File: config.mk
export PLATFORM = sky130hd
export DESIGN_NAME = modular_exponentiation
export DESIGN_NICKNAME = d
export VERILOG_FILES = /design/src/modexp_pkg.sv /design/src/modexp_rem.sv /design/src/modular_exponentiation.sv
export SDC_FILE = /design/constraint.sdc
export NUM_CORES = 2
export LEC_CHECK = 0
export BUFFER_PORTS_ARGS = -buffer_cell sky130_fd_sc_hd__buf_2
export CORE_ASPECT_RATIO = 0.9
export CORE_MARGIN = 10
export CORE_UTILIZATION = 55
export DETAILED_ROUTE_END_ITERATION = 16
export GPL_TIMING_DRIVEN = 1
export PLACE_DENSITY = 0.72
export SYNTH_ARGS = -nofsm -noshare
export SYNTH_HDL_FRONTEND = slang
export SYNTH_SLANG_ARGS = --single-unit
File: constraint.sdc
create_clock -name clk -period 10.28 [get_ports clk]
set_input_delay 2.056 -clock clk [delete_from_list [all_inputs] [get_ports clk]]
set_output_delay 2.056 -clock clk [all_outputs]
set_load 0.01 [all_outputs]
File: src/modexp_pkg.sv
package modexp_pkg;

  localparam int DATA_WIDTH_DEF = 32;
  localparam int BASE_W = 32;
  localparam int EXP_W = 31;
  localparam int MOD_W = 31;
  localparam int PROD_W = 2 * MOD_W;
  localparam int IN_TDATA_W = 96;
  localparam int OUT_TDATA_W = 32;
  localparam int STEP_CNT_W = $clog2(PROD_W);
  localparam int BIT_IDX_W = $clog2(EXP_W);

  typedef enum logic [5:0] {
    S_IDLE  = 6'b000001,
    S_MUL   = 6'b000010,
    S_START = 6'b000100,
    S_WAIT  = 6'b001000,
    S_OUT   = 6'b010000,
    S_ZERO  = 6'b100000
  } state_t;

  // What the remainder unit is currently reducing.
  typedef enum logic [2:0] {
    K_BASE   = 3'b001,
    K_SQUARE = 3'b010,
    K_MULB   = 3'b100
  } kind_t;

endpackage

File: src/modexp_rem.sv
module modexp_rem
  import modexp_pkg::*;
(
  input  logic              clk,
  input  logic              rst,
  input  logic              start,
  input  logic [PROD_W-1:0] dividend,
  input  logic [MOD_W-1:0]  divisor,
  output logic              done,
  output logic [MOD_W-1:0]  remainder
);

  localparam logic [STEP_CNT_W-1:0] LAST_STEP = STEP_CNT_W'(PROD_W - 1);

  logic [PROD_W-1:0]     dvd;
  logic [MOD_W-1:0]      rem;
  logic [STEP_CNT_W-1:0] cnt;
  logic                  busy;
  logic [MOD_W:0]        trial;
  logic [MOD_W:0]        diff;
  logic [MOD_W-1:0]      rem_next;

  // Restoring remainder, one dividend bit per cycle. The partial remainder
  // stays below the divisor, so the shifted value stays below twice it.
  always_comb begin
    trial = {rem, dvd[PROD_W-1]};
    diff = trial - {1'b0, divisor};
    if (trial >= {1'b0, divisor}) begin
      rem_next = diff[MOD_W-1:0];
    end else begin
      rem_next = trial[MOD_W-1:0];
    end
  end

  always_ff @(posedge clk) begin
    if (rst) begin
      busy <= 1'b0;
      done <= 1'b0;
      cnt <= '0;
    end else begin
      done <= busy && !start && (cnt == LAST_STEP);
      if (start) begin
        busy <= 1'b1;
        cnt <= '0;
      end else if (busy) begin
        cnt <= cnt + 1'b1;
        if (cnt == LAST_STEP) begin
          busy <= 1'b0;
        end
      end
    end
  end

  always_ff @(posedge clk) begin
    if (start) begin
      dvd <= dividend;
      rem <= '0;
    end else if (busy) begin
      dvd <= {dvd[PROD_W-2:0], 1'b0};
      rem <= rem_next;
    end
  end

  assign remainder = rem;

endmodule

File: src/modular_exponentiation.sv
// Modular exponentiation by square-and-multiply.
// Input channel s_axis: one beat carries base (signed), exponent and modulus.
// Output channel m_axis: one beat per input with base^exponent mod modulus,
// always in 0 to modulus-1. A zero modulus returns 0.
// Only the low DATA_WIDTH bits of base count, sign-extended from the top one.
// The block works on one item at a time: s_axis_tready is high only while
// idle, and drops for the whole computation and until the result is taken.
// Every modular reduction runs through one shared remainder unit that
// retires one dividend bit per cycle, stepping S_MUL (multiply), then
// S_START (handoff to the unit), then S_WAIT. An item needs one
// reduction for the base and 31 squarings, plus one extra reduction
// per set exponent bit. The base reduction has no multiply step and
// starts at S_START. A zero modulus skips the remainder unit and goes
// through S_ZERO to S_OUT, where the result beat is presented.
// The result beat is held in an output register until m_axis_tready is seen;
// a stalled receiver simply keeps the block from taking the next item.
// Synchronous reset clears the sequencer to idle; no result is pending.
module modular_exponentiation
  import modexp_pkg::*;
#(
  parameter int DATA_WIDTH = DATA_WIDTH_DEF
) (
  input  logic                   clk,
  input  logic                   rst,
  input  logic                   s_axis_tvalid,
  output logic                   s_axis_tready,
  // [31:0] base, [62:32] exponent, [93:63] modulus, [95:94] zero
  input  logic [IN_TDATA_W-1:0]  s_axis_tdata,
  output logic                   m_axis_tvalid,
  input  logic                   m_axis_tready,
  // [30:0] power_residue, [31] zero
  output logic [OUT_TDATA_W-1:0] m_axis_tdata
);

  localparam logic [MOD_W-1:0] ONE = MOD_W'(1);

  state_t               state;
  kind_t                kind;
  logic [EXP_W-1:0]     exp_r;
  logic [MOD_W-1:0]     mod_r;
  logic [MOD_W-1:0]     base_r;
  logic [MOD_W-1:0]     acc;
  logic [PROD_W-1:0]    prod;
  logic [BIT_IDX_W-1:0] bit_idx;
  logic                 neg;
  logic                 rem_done;
  logic [MOD_W-1:0]     rem_val;

  logic [BASE_W-1:0]     in_base;
  logic [EXP_W-1:0]      in_exp;
  logic [MOD_W-1:0]      in_mod;
  logic [DATA_WIDTH-1:0] base_low;
  logic [DATA_WIDTH-1:0] base_mag;
  logic [MOD_W-1:0]      mul_b;
  logic [MOD_W-1:0]      base_res;
  logic                  in_fire;

  assign in_base = s_axis_tdata[BASE_W-1:0];
  assign in_exp = s_axis_tdata[BASE_W +: EXP_W];
  assign in_mod = s_axis_tdata[BASE_W + EXP_W +: MOD_W];
  assign base_low = in_base[DATA_WIDTH-1:0];
  // Magnitude of a negative base; the most negative value maps onto itself.
  assign base_mag = base_low[DATA_WIDTH-1] ? (~base_low + 1'b1) : base_low;

  assign in_fire = s_axis_tvalid && s_axis_tready;
  assign s_axis_tready = (state == S_IDLE);
  assign mul_b = (kind == K_SQUARE) ? acc : base_r;
  assign base_res = (neg && (rem_val != '0)) ? (mod_r - rem_val) : rem_val;

  modexp_rem u_rem (
    .clk      (clk),
    .rst      (rst),
    .start    (state == S_START),
    .dividend (prod),
    .divisor  (mod_r),
    .done     (rem_done),
    .remainder(rem_val)
  );

  always_ff @(posedge clk) begin
    if (rst) begin
      state <= S_IDLE;
      m_axis_tvalid <= 1'b0;
    end else begin
      case (state)
        S_IDLE: begin
          if (in_fire) begin
            state <= (in_mod == '0) ? S_ZERO : S_START;
          end
        end
        S_MUL: begin
          state <= S_START;
        end
        S_START: begin
          state <= S_WAIT;
        end
        S_WAIT: begin
          if (rem_done) begin
            if ((kind == K_SQUARE) && exp_r[bit_idx]) begin
              state <= S_MUL;
            end else if ((kind != K_BASE) && (bit_idx == '0)) begin
              state <= S_OUT;
              m_axis_tvalid <= 1'b1;
            end else begin
              state <= S_MUL;
            end
          end
        end
        S_ZERO: begin
          state <= S_OUT;
          m_axis_tvalid <= 1'b1;
        end
        S_OUT: begin
          if (m_axis_tready) begin
            state <= S_IDLE;
            m_axis_tvalid <= 1'b0;
          end
        end
        default: begin
          state <= S_IDLE;
          m_axis_tvalid <= 1'b0;
        end
      endcase
    end
  end

  // Datapath registers.
  always_ff @(posedge clk) begin
    case (state)
      S_IDLE: begin
        if (in_fire) begin
          exp_r <= in_exp;
          mod_r <= in_mod;
          neg <= base_low[DATA_WIDTH-1];
          prod <= {{(PROD_W - DATA_WIDTH){1'b0}}, base_mag};
          kind <= K_BASE;
          acc <= '0;
        end
      end
      S_MUL: begin
        prod <= acc * mul_b;
      end
      S_WAIT: begin
        if (rem_done) begin
          case (kind)
            K_BASE: begin
              base_r <= base_res;
              acc <= (mod_r == ONE) ? '0 : ONE;
              bit_idx <= BIT_IDX_W'(EXP_W - 1);
              kind <= K_SQUARE;
            end
            K_SQUARE: begin
              acc <= rem_val;
              if (exp_r[bit_idx]) begin
                kind <= K_MULB;
              end else if (bit_idx != '0) begin
                bit_idx <= bit_idx - 1'b1;
              end
            end
            default: begin
              acc <= rem_val;
              kind <= K_SQUARE;
              if (bit_idx != '0) begin
                bit_idx <= bit_idx - 1'b1;
              end
            end
          endcase
        end
      end
      default: begin
      end
    endcase
  end

  assign m_axis_tdata = {{(OUT_TDATA_W - MOD_W){1'b0}}, acc};

endmodule

==> reports/qor.txt <==
Area Growth Syn to Fin = 6.18%
Hold path cells = 2
Chip Height = 299 um
Worst path buffer plus inverter count = 4
Largest cells by area after synthesis = fa_1 35%, edfxtp_1 16%, ha_1 8.4%, inv_1 6.8%, nand2_1 6.1%
Final hold viol count = 0
Crit end category = flop
Max Fclk = 105 MHz
Hold endpoint = u_rem.dvd[36]
CTS tree = built
Post-synthesis sequential area ratio = 18.2%
IO Pins = 134
Synthesized cell area = 47500 sq um
Fraction of layout cells with a size suffix above 1 = 6.54%
CTS resizes = 0
Drt via density = 5.67
Setup TNS = 0 ns
Pin count of the biggest net entering global routing = 63
Post-Syn Instances = 5067
Finish-stage setup viols = 0
Reg area = 8640 sq um
Port Buffers = 130
Crit Path Max Fanout = 30
Async set-reset flop share out of synthesis = 0%
FP Rows = 102
Launching element type of the critical path = flop
Initial antenna violation count = 3
Die W = 330 um
Number of routed nets with antenna violations = 0
Number of distinct library cells after synthesis = 73
TritonRoute pass-1 iters = 5
R2r endpoint = prod[60]
Post-CTS Setup Bufs = 0
Worst skew pair latency = 0.60 ns
Post-Syn Nets = 6326
Yosys warnings = 0
Total GRT Usage = 26.5%
CTS Buf Count = 37
Post-synth EDFFs = 257
Hold Crit Class = flop to flop
FF+latch count, synth = 303
Maximum clock insertion buffer count = 3
Footprint of the multi-input gates = 34600 sq um
Initial Utilization = 55.4%
Worst-case reg-to-reg path depth = 25
Post-synth top area cell = fa_1
Vias = 35.2k
Worst hold start = prod[36]
Worst slew margin = 27.3%
Clock Skews = 0.0500 ns
Post-route minimum period = 9.54 ns
Status = finished clean
Slew Viols, Final = 0
DP HPWL = 100000 um
Maxcap violations = 0
Vias in the first global route = 37.4k
Hold Buf Count CTS = 0
H-tree depth = 2
CP max stage cell = mux2_2
Most used cell along the critical path = fa_1
R2R Setup Slk = 0.74 ns
Synth top area share = 35.4%
Final wirelength = 129000 um
DR iter-0 viols = 2842
CP required = 10.64 ns
Core box area = 85800 sq um
Slowest Stage Delay on Critical Path = 0.65 ns
Arr. time, crit path = 9.90 ns
Nets = 6293
Family with the most delay on the worst path = adder cells
Total die area = 98500 sq um
Global-route wire length before repair = 207000 um
Least-Margin Pin Slew = 1.08 ns
Fillers = 7397
Clock-pin transition on the worst setup and hold timing paths = 0.07 ns
Number of cells on the critical path = 25
WS Path Type = flop to flop
GPL Wtd Cong = 0.982
Crit Reg-Reg Startpoint = kind[2]
Syn_area_per_cell = 9.37 sq um
Clk root buf = clkbuf_16
Drt drc = 0
Synth Flop Type = edfxtp_1
Crit share post-route = 92.8%
RSZ-0062 raised after global routing = no
Routed len/inst = 20.7 um
Clk sinks = 303
Total grt overflow = 0
[per-stage QoR]
| step | util, % | instances | area, sq um | setup WS [ns] | hold WS [ns] |
|---|---|---|---|---|---|
| after detailed placement | 57.3 | 6139 | 49200 | 0.803 | 0.490 |
| final | 58.8 | 6207 | 50400 | 0.742 | 0.495 |
| after global placement | 57.3 | 6139 | 49200 | 0.777 | 0.487 |
| after CTS | 58.8 | 6205 | 50400 | 0.714 | 0.498 |
| after global routing | 58.8 | 6205 | 50400 | 0.347 | 0.520 |
| after floorplan | - | 5067 | 47500 | 1.98 | 0.484 |
[cell usage in the layout, fill, tap and decap left out, types with 8 or more instances in the layout]
master,n
buf_4,72
clkbuf_1,8
or3_1,12
dfxtp_1,46
xor2_1,39
nor4_1,23
nand3_1,36
o21ai_1,8
edfxtp_1,257
o21bai_1,17
a211oi_1,12
and3_1,27
buf_2,130
xnor2_1,80
o211ai_1,16
mux2_2,28
ha_1,320
nor2_1,130
nand2_1,771
nor2b_1,99
nor3_1,75
or2_2,10
o31ai_1,19
o21ai_0,144
mux2i_1,18
fa_1,839
a21o_1,73
inv_1,865
nand2b_1,27
nand4_1,19
a31oi_1,25
o21a_1,33
mux4_2,8
a221oi_1,9
clkbuf_16,37
and2_1,421
a21oi_1,171
[cells by family after synthesis]
family | Yosys count | synth area share [%]
AO/OA/AOI/OAI | 595 | 7.90
XOR/XNOR | 119 | 2.20
adder cells (fa/ha/maj) | 1159 | 43.8
buffers and inverters | 1143 | 9.05
flip-flops | 303 | 18.2
multiplexers | 57 | 1.49
other | 1 | 0.00790
AND/OR/NAND/NOR | 1690 | 17.4
[area by class of cell]
type                            instances  area share (%)
Multi-Input combinational cell       3621            68.7
Clock buffer                           45            1.90
Antenna cell                            2         0.00993
Clock inverter                         21           0.571
Sequential cell                       303            17.1
Timing Repair Buffer                  203            2.40
Tap cell                             1144            2.84
Inverter                              868            6.46
[sequential cells by signal, indices dropped and copies added (netlist names)]
name,cells
kind,3
u_rem.cnt,6
exp_r,31
mod_r,31
base_r,31
acc,31
u_rem.busy,1
u_rem.done,1
m_axis_tvalid,1
neg,1
u_rem.dvd,62
bit_idx,5
state,6
u_rem.remainder,31
prod,62
[synth_stat cells (all sizes together), types with 16 or more instances]
cell,count
mux2,28
inv,867
o21a,33
o31ai,20
o21ai,154
and2,421
nand2,774
mux2i,21
o211ai,16
o21bai,17
edfxtp,257
xnor2,80
clkbuf,268
nand4,19
a31oi,25
dfxtp,46
nand3,36
a21oi,171
nor2,131
ha,320
nand2b,28
nor2b,99
nor3,76
and3,27
a21o,73
xor2,39
nor4,23
fa,839
[worst max-delay path by stage]
stage          startpoint       end  slack, ns
2_1_floorplan     kind[1]  prod[49]       1.98
5_1_grt           kind[2]  prod[60]       0.35
3_3_place_gp      kind[2]  prod[60]       0.78
6_report          kind[2]  prod[60]       0.74
4_1_cts           kind[2]  prod[60]       0.71
3_5_place_dp      kind[2]  prod[60]       0.80
[worst reg2reg max path: cells and delay by family, from the launching register on]
family,cells,cell delay [ns]
compound gates,5,1.80
buf+inv,4,0.59
simple gates,6,1.49
flops,1,0.42
fa+ha+maj,9,4.38
mux,1,0.65
[layer usage]
| layer | wire length, um | global-route usage, % | vias to the layer above |
|---|---|---|---|
| met2 | 59900 | 42.8 | 1356 |
| met3 | 10800 | 5.42 | 240 |
| met1 | 53800 | 35.8 | 17800 |
| met5 | 20 | 0 | - |
| li1 | - | - | 15800 |
| met4 | 4000 | 7.74 | 2 |
Power is not shown: default switching activity piles up to over one toggle a cycle in this logic, so the estimate is an artifact.
